## src/vertical_complementary_altitude_filter_core_macros.svh

```systemverilog
// Assertion macros shared by the altitude filter RTL.
`ifndef VERTICAL_COMPLEMENTARY_ALTITUDE_FILTER_CORE_MACROS_SVH
`define VERTICAL_COMPLEMENTARY_ALTITUDE_FILTER_CORE_MACROS_SVH
`ifndef NO_ASSERTIONS
// Check a property outside reset.
`define VCAF_ASSERT(lbl, clk, rst_n, prop) \
    lbl: assert property (@(posedge clk) disable iff (!rst_n) prop) \
        else $error("altitude filter assertion failed");
// Check a property at every edge, reset included.
`define VCAF_ASSERT_ALWAYS(lbl, clk, prop) \
    lbl: assert property (@(posedge clk) prop) \
        else $error("altitude filter assertion failed");
`else
`define VCAF_ASSERT(lbl, clk, rst_n, prop)
`define VCAF_ASSERT_ALWAYS(lbl, clk, prop)
`endif
`endif

```

## src/vcaf_pkg.sv

```systemverilog
// Types and constants of the vertical altitude filter.
package vcaf_pkg;
    localparam int unsigned VAL_W   = 48;
    localparam int unsigned GAIN_W  = 16;
    localparam int unsigned TAP_W   = 6;
    localparam int unsigned CIDX_W  = 3;

    typedef logic signed [VAL_W-1:0] t_val;
    typedef logic [GAIN_W-1:0]       t_gain;

    // Configuration register indexes.
    localparam logic [CIDX_W-1:0] REG_DELAY_TAPS     = 3'd0;
    localparam logic [CIDX_W-1:0] REG_GAIN_ACCEL     = 3'd1;
    localparam logic [CIDX_W-1:0] REG_GAIN_SPEED     = 3'd2;
    localparam logic [CIDX_W-1:0] REG_GAIN_POSITION  = 3'd3;
    localparam logic [CIDX_W-1:0] REG_FAIL_THRESHOLD = 3'd4;

    // Reset values of the registers.
    localparam logic [TAP_W-1:0] RST_DELAY_TAPS     = 6'd20;
    localparam t_gain            RST_GAIN_ACCEL     = 16'd1529;
    localparam t_gain            RST_GAIN_SPEED     = 16'd16050;
    localparam t_gain            RST_GAIN_POSITION  = 16'd56174;
    localparam t_gain            RST_FAIL_THRESHOLD = 16'd10;

    // Command from the sequencer to the position history.
    typedef struct packed {
        logic wr;
        logic reseed;
        t_val data;
    } t_hist_cmd;
endpackage

```

## src/vcaf_mul.sv

```systemverilog
// Shared registered multiplier: floor(a * g / 2^16) of a signed value and a Q0.16 factor.
module vcaf_mul
    import vcaf_pkg::*;
(
    input  logic  i_clk,
    input  t_val  i_a,
    input  t_gain i_g,
    output t_val  o_p
);
    logic signed [VAL_W+GAIN_W:0] w_prod;
    t_val r_p;

    // The arithmetic shift of the full product rounds toward minus infinity.
    assign w_prod = i_a * $signed({1'b0, i_g});

    always_ff @(posedge i_clk) begin
        r_p <= w_prod[VAL_W+GAIN_W-1:GAIN_W];
    end

    assign o_p = r_p;
endmodule

```

## config.mk

```make
export PLATFORM = sky130hd
export DESIGN_NAME = vcaf_mul
export DESIGN_NICKNAME = d
export VERILOG_FILES = /design/src/vertical_complementary_altitude_filter_core_macros.svh /design/src/vcaf_pkg.sv /design/src/vcaf_mul.sv
export SDC_FILE = /design/constraint.sdc
export NUM_CORES = 2
export LEC_CHECK = 0
export BUFFER_PORTS_ARGS = -buffer_cell sky130_fd_sc_hd__buf_2
export CORE_MARGIN = 10
export CORE_UTILIZATION = 45
export CTS_BUF_LIST = sky130_fd_sc_hd__clkbuf_8
export DETAILED_ROUTE_END_ITERATION = 8
export PLACE_DENSITY = 0.7
export SKIP_CTS_REPAIR_TIMING = 1
export SLEW_MARGIN = 20
export SYNTH_ARGS = -nofsm -noshare
export SYNTH_HDL_FRONTEND = slang
export SYNTH_SLANG_ARGS = --single-unit
```

## constraint.sdc

```tcl
create_clock -name i_clk -period 18.7 [get_ports i_clk]
set_clock_uncertainty 0.2 [all_clocks]
set_input_delay 3.74 -clock i_clk [delete_from_list [all_inputs] [get_ports i_clk]]
set_output_delay 3.74 -clock i_clk [all_outputs]
set_load 0.05 [all_outputs]
```

-- Word-level counts from Yosys, hierarchy flattened
Cells that the tools add are included.
- input port bits: 65
- word-level logic and storage cells: 2
- flip-flop bits (word level): 48
- multiply operators: 1
- operators with widths (cell ; count):
    $mul 48x17->64 ; 1

-- Logic depth before layout (Yosys ltp)
- depth after elaboration: 1
- mapped depth: 25

-- Least setup slack after synthesis
OpenSTA, ideal clock, no wires.
- path kind: input-to-reg
- from: input i_g[2]
- to: register r_p[42] (netlist: o_p[42])
- setup slack: 8.984 ns
- required time: 18.377 ns
- path buffers: 2
- cell stages on the path: 22
- arrival: 9.394 ns
- library setup time: 0.123 ns
- cells stage by stage: clkbuf_1 clkbuf_1 nand2_1 fa_1 fa_1 fa_1 inv_1 fa_1 fa_1 inv_1 fa_1 inv_1 ha_1 a21oi_1 nand2_1 a221o_1 a22o_1 a21oi_1 o21ai_1 a211oi_2 o21ai_1 xor2_1
- cells in the longest elaborated chain, start to end: 1
- RTL lines (what ; line ; text):
    start, declared ; vcaf_mul.sv:7 ; input t_gain i_g,
    $mul 48x17->64 ; vcaf_mul.sv:14 ; assign w_prod = i_a * $signed({1'b0, i_g});
    via w_prod[58] ; vcaf_mul.sv:10 ; logic signed [VAL_W+GAIN_W:0] w_prod;
    end signal, assigned ; vcaf_mul.sv:17 ; r_p <= w_prod[VAL_W+GAIN_W-1:GAIN_W];
    end, declared ; vcaf_mul.sv:11 ; t_val r_p;
The timed path passes the listed nets, and every way through them passes these cells.

-- Final worst setup path
- from: input i_g[6]
- to: register r_p[44] (netlist: o_p[44])
Same word-level chain as after synthesis.

==> run_results.csv <==
group,metric,value,unit
job,cap_violations,0,
die,coreArea,57800,sq um
finish,area_growth,4.59,%
global_routing,grt_max_degree,49,
finish,insertedDiodeCount,0,
global_routing,grt_pass1_wl,118000,microns
clocking,cts_buffers,5,
sta,max_freq,94.2,MHz
synth,synth_edf_count,0,
synth,avgSynthCellArea,8.88,sq um
sta,tns,0,ns
worst_hold_path,min_path_type,"in2reg",
route,ant_nets,0,
clocking,cts_tree,"done",
sta,slew_headroom,21.5,%
clocking,cts.sinks,48,
synth,netlist_area,26300,sq um
clocking,htree_levels,2,
sta,drv_slew,0,
sta,setup_viol,0,
die,die_x,262,microns
sta,rsz0062_at_grt,"false",
setup_path,crit_end,"o_p[44]",
global_routing,grt-ovfl-total,0,
global_routing,grt_pass1_vias,21457,
synth,synth_cell_types,56,
global_routing,gr-usage-all-layers,22.1,%
setup_path,arrival,10.70,ns
setup_path,critPathRequiredTime,18.78,ns
setup_path,critPathMaxFanout,48,
die,dieArea,68600,sq um
die,ios,113,
clocking,clockBufferDepth,2,
clocking,cts_root_buf,"clkbuf_8",
synth,synthTopCellsByArea,"fa_1, inv_1, nand2_1, and2_1, ha_1",
die,rows,88,
synth,ys_ff_latch,48,
route,viasPerCell,5.19,
synth,yosysWarnings,0,
setup_path,path_class,"in2reg",
synth,ys_async_sr_fraction,0,%
synth,synth_fp_nets,3881,
place,gp_congestion,0.886,
sta,hold_viol,0,
place,io_buffers,112,
synth,synth_flop_cell,"dfxtp_1",
route,dr_total_vias,19329,
global_routing,antenna_found_initial,4,
sta,worst_pin_slew,1.18,ns
route,drt_iter0_drc,1326,
place,place_hpwl,53300,microns
clocking,path_clk_slew,0.11,ns
route,wl_per_cell,19.2,microns
sta,fin_crit_sh,56.8,%
finish,largest_register_ff_count,48,
synth,synth_seq_area_share,3.65,%
route,drc,0,
die,initial_core_util,45.5,%
setup_path,crit_start,"i_g[6]",
finish,fill_cells,5490,
synth,synth_top_cell_area_share,53.7,%
sta,min_period,10.62,ns
setup_path,worstSetupEndpointType,"flip-flop",
finish,nets,3875,
synth,syn_inst,2966,
die,die_h,262,microns
synth,synth_largest_area_cell,"fa_1",
route,drtPass1Iterations,7,
run_status,status,"completed",
setup_path,cp-start-kind,"input pin",
finish,drive_gt1_share,4.90,%
route,routed_wl,71600,microns
synthesized netlist by cell type (all sizes together) (2+ instances only):
cell type	count
nor2	33
inv	785
or3	2
xnor2	40
nand4	9
buf	7
ha	144
o32a	2
fa	706
clkbuf	132
and2	303
o21bai	3
xor2	19
o211ai	4
a211oi	10
o21a	5
and3	7
a21boi	5
o31ai	3
a41oi	4
o21ai	39
a31o	2
a21o	24
nor3	4
dfxtp	48
a31oi	7
a221oi	2
nand2	518
nand3	13
a21oi	66
nor4	3
a211o	2
cell type report:
class	count	area [sq um]	area share, %
multi-input combinational	1994	21900	79.5
inverter	785	2950	10.7
sequential	48	961	3.49
tap	765	957	3.48
timing repair buffer	126	666	2.42
clock buffer	5	68.8	0.250
clock inverter	3	46.3	0.168
cells in the final DEF (no fill, tap or decap), types with 2 or more instances in the layout:
master,n
dfxtp_1,48
fa_1,706
a41oi_1,4
buf_2,112
o21ai_0,32
clkbuf_8,5
o211ai_1,4
inv_1,785
a211oi_2,2
a31oi_1,7
a21boi_0,2
and2_1,303
o31ai_1,3
nand3_1,13
nor3_1,3
o21a_1,5
o21ai_1,7
o21bai_1,3
nand2_1,517
buf_4,14
nand4_1,9
o32a_1,2
ha_1,144
xnor2_1,40
a31o_2,2
xor2_1,19
a211o_1,2
a21oi_1,65
a211oi_1,8
a21o_1,24
a221oi_1,2
a21boi_1,3
nor2_1,32
or3_1,2
and3_1,7
nor4_1,3
through the flow:
step	std cells	hold slack (ns)	utilization [%]	setup slack (ns)	instance area (sq um)
CTS	3726	4.30	47.6	8.22	27500
floorplan	2966	3.98	-	8.98	26300
global placement	3718	4.01	47.4	7.86	27400
detailed placement	3718	4.01	47.4	7.80	27400
global route	3726	4.36	47.6	7.78	27500
finish	3726	4.31	47.6	8.08	27500
logic make-up (layout without fill, tap and decap cells):
family / Yosys count / count (layout) / synth area share, %
adder cells (fa/ha/maj): 850 / 850 / 60.5
AO/OA/AOI/OAI: 188 / 188 / 4.61
flip-flops: 48 / 48 / 3.65
buffers and inverters: 924 / 919 / 13.2
XOR/XNOR: 59 / 59 / 1.96
AND/OR/NAND/NOR: 897 / 897 / 16.1
critical path, stage by stage:
cell     delay [ns]
buf_2          0.86
and2_1         0.28
fa_1           0.43
inv_1          0.08
fa_1           0.43
fa_1           0.51
inv_1          0.05
fa_1           0.46
fa_1           0.52
inv_1          0.05
fa_1           0.47
inv_1          0.04
ha_1           0.43
o21ai_1        0.16
o21ai_0        0.32
a32oi_1        0.19
a21o_1         0.21
a21oi_1        0.59
a21oi_2        0.16
o21ai_1        0.35
a41oi_1        0.18
xnor2_1        0.15
worst min-delay path by stage:
stage	from	end	slack, ns	cells past startpoint
after floorplan	o_p[0]	o_p[0]	3.98	0
after global placement	o_p[6]	o_p[6]	4.01	1
after detailed placement	o_p[5]	o_p[5]	4.01	1
after CTS	i_a[47]	o_p[47]	4.30	8
after global routing	i_a[47]	o_p[47]	4.36	8
final	i_a[47]	o_p[47]	4.31	8
routing by layer:
metal	track usage (%)	vias to the layer above	routed length, microns
met2	36.7	784	34300
met1	29.1	9932	29000
li1	-	8441	-
met5	0	-	68
met4	6.00	8	1980
met3	4.57	164	6320
Power is left out: the tool's default activity adds up to more than one toggle a clock period on the data nets, which glitch-free logic cannot reach.
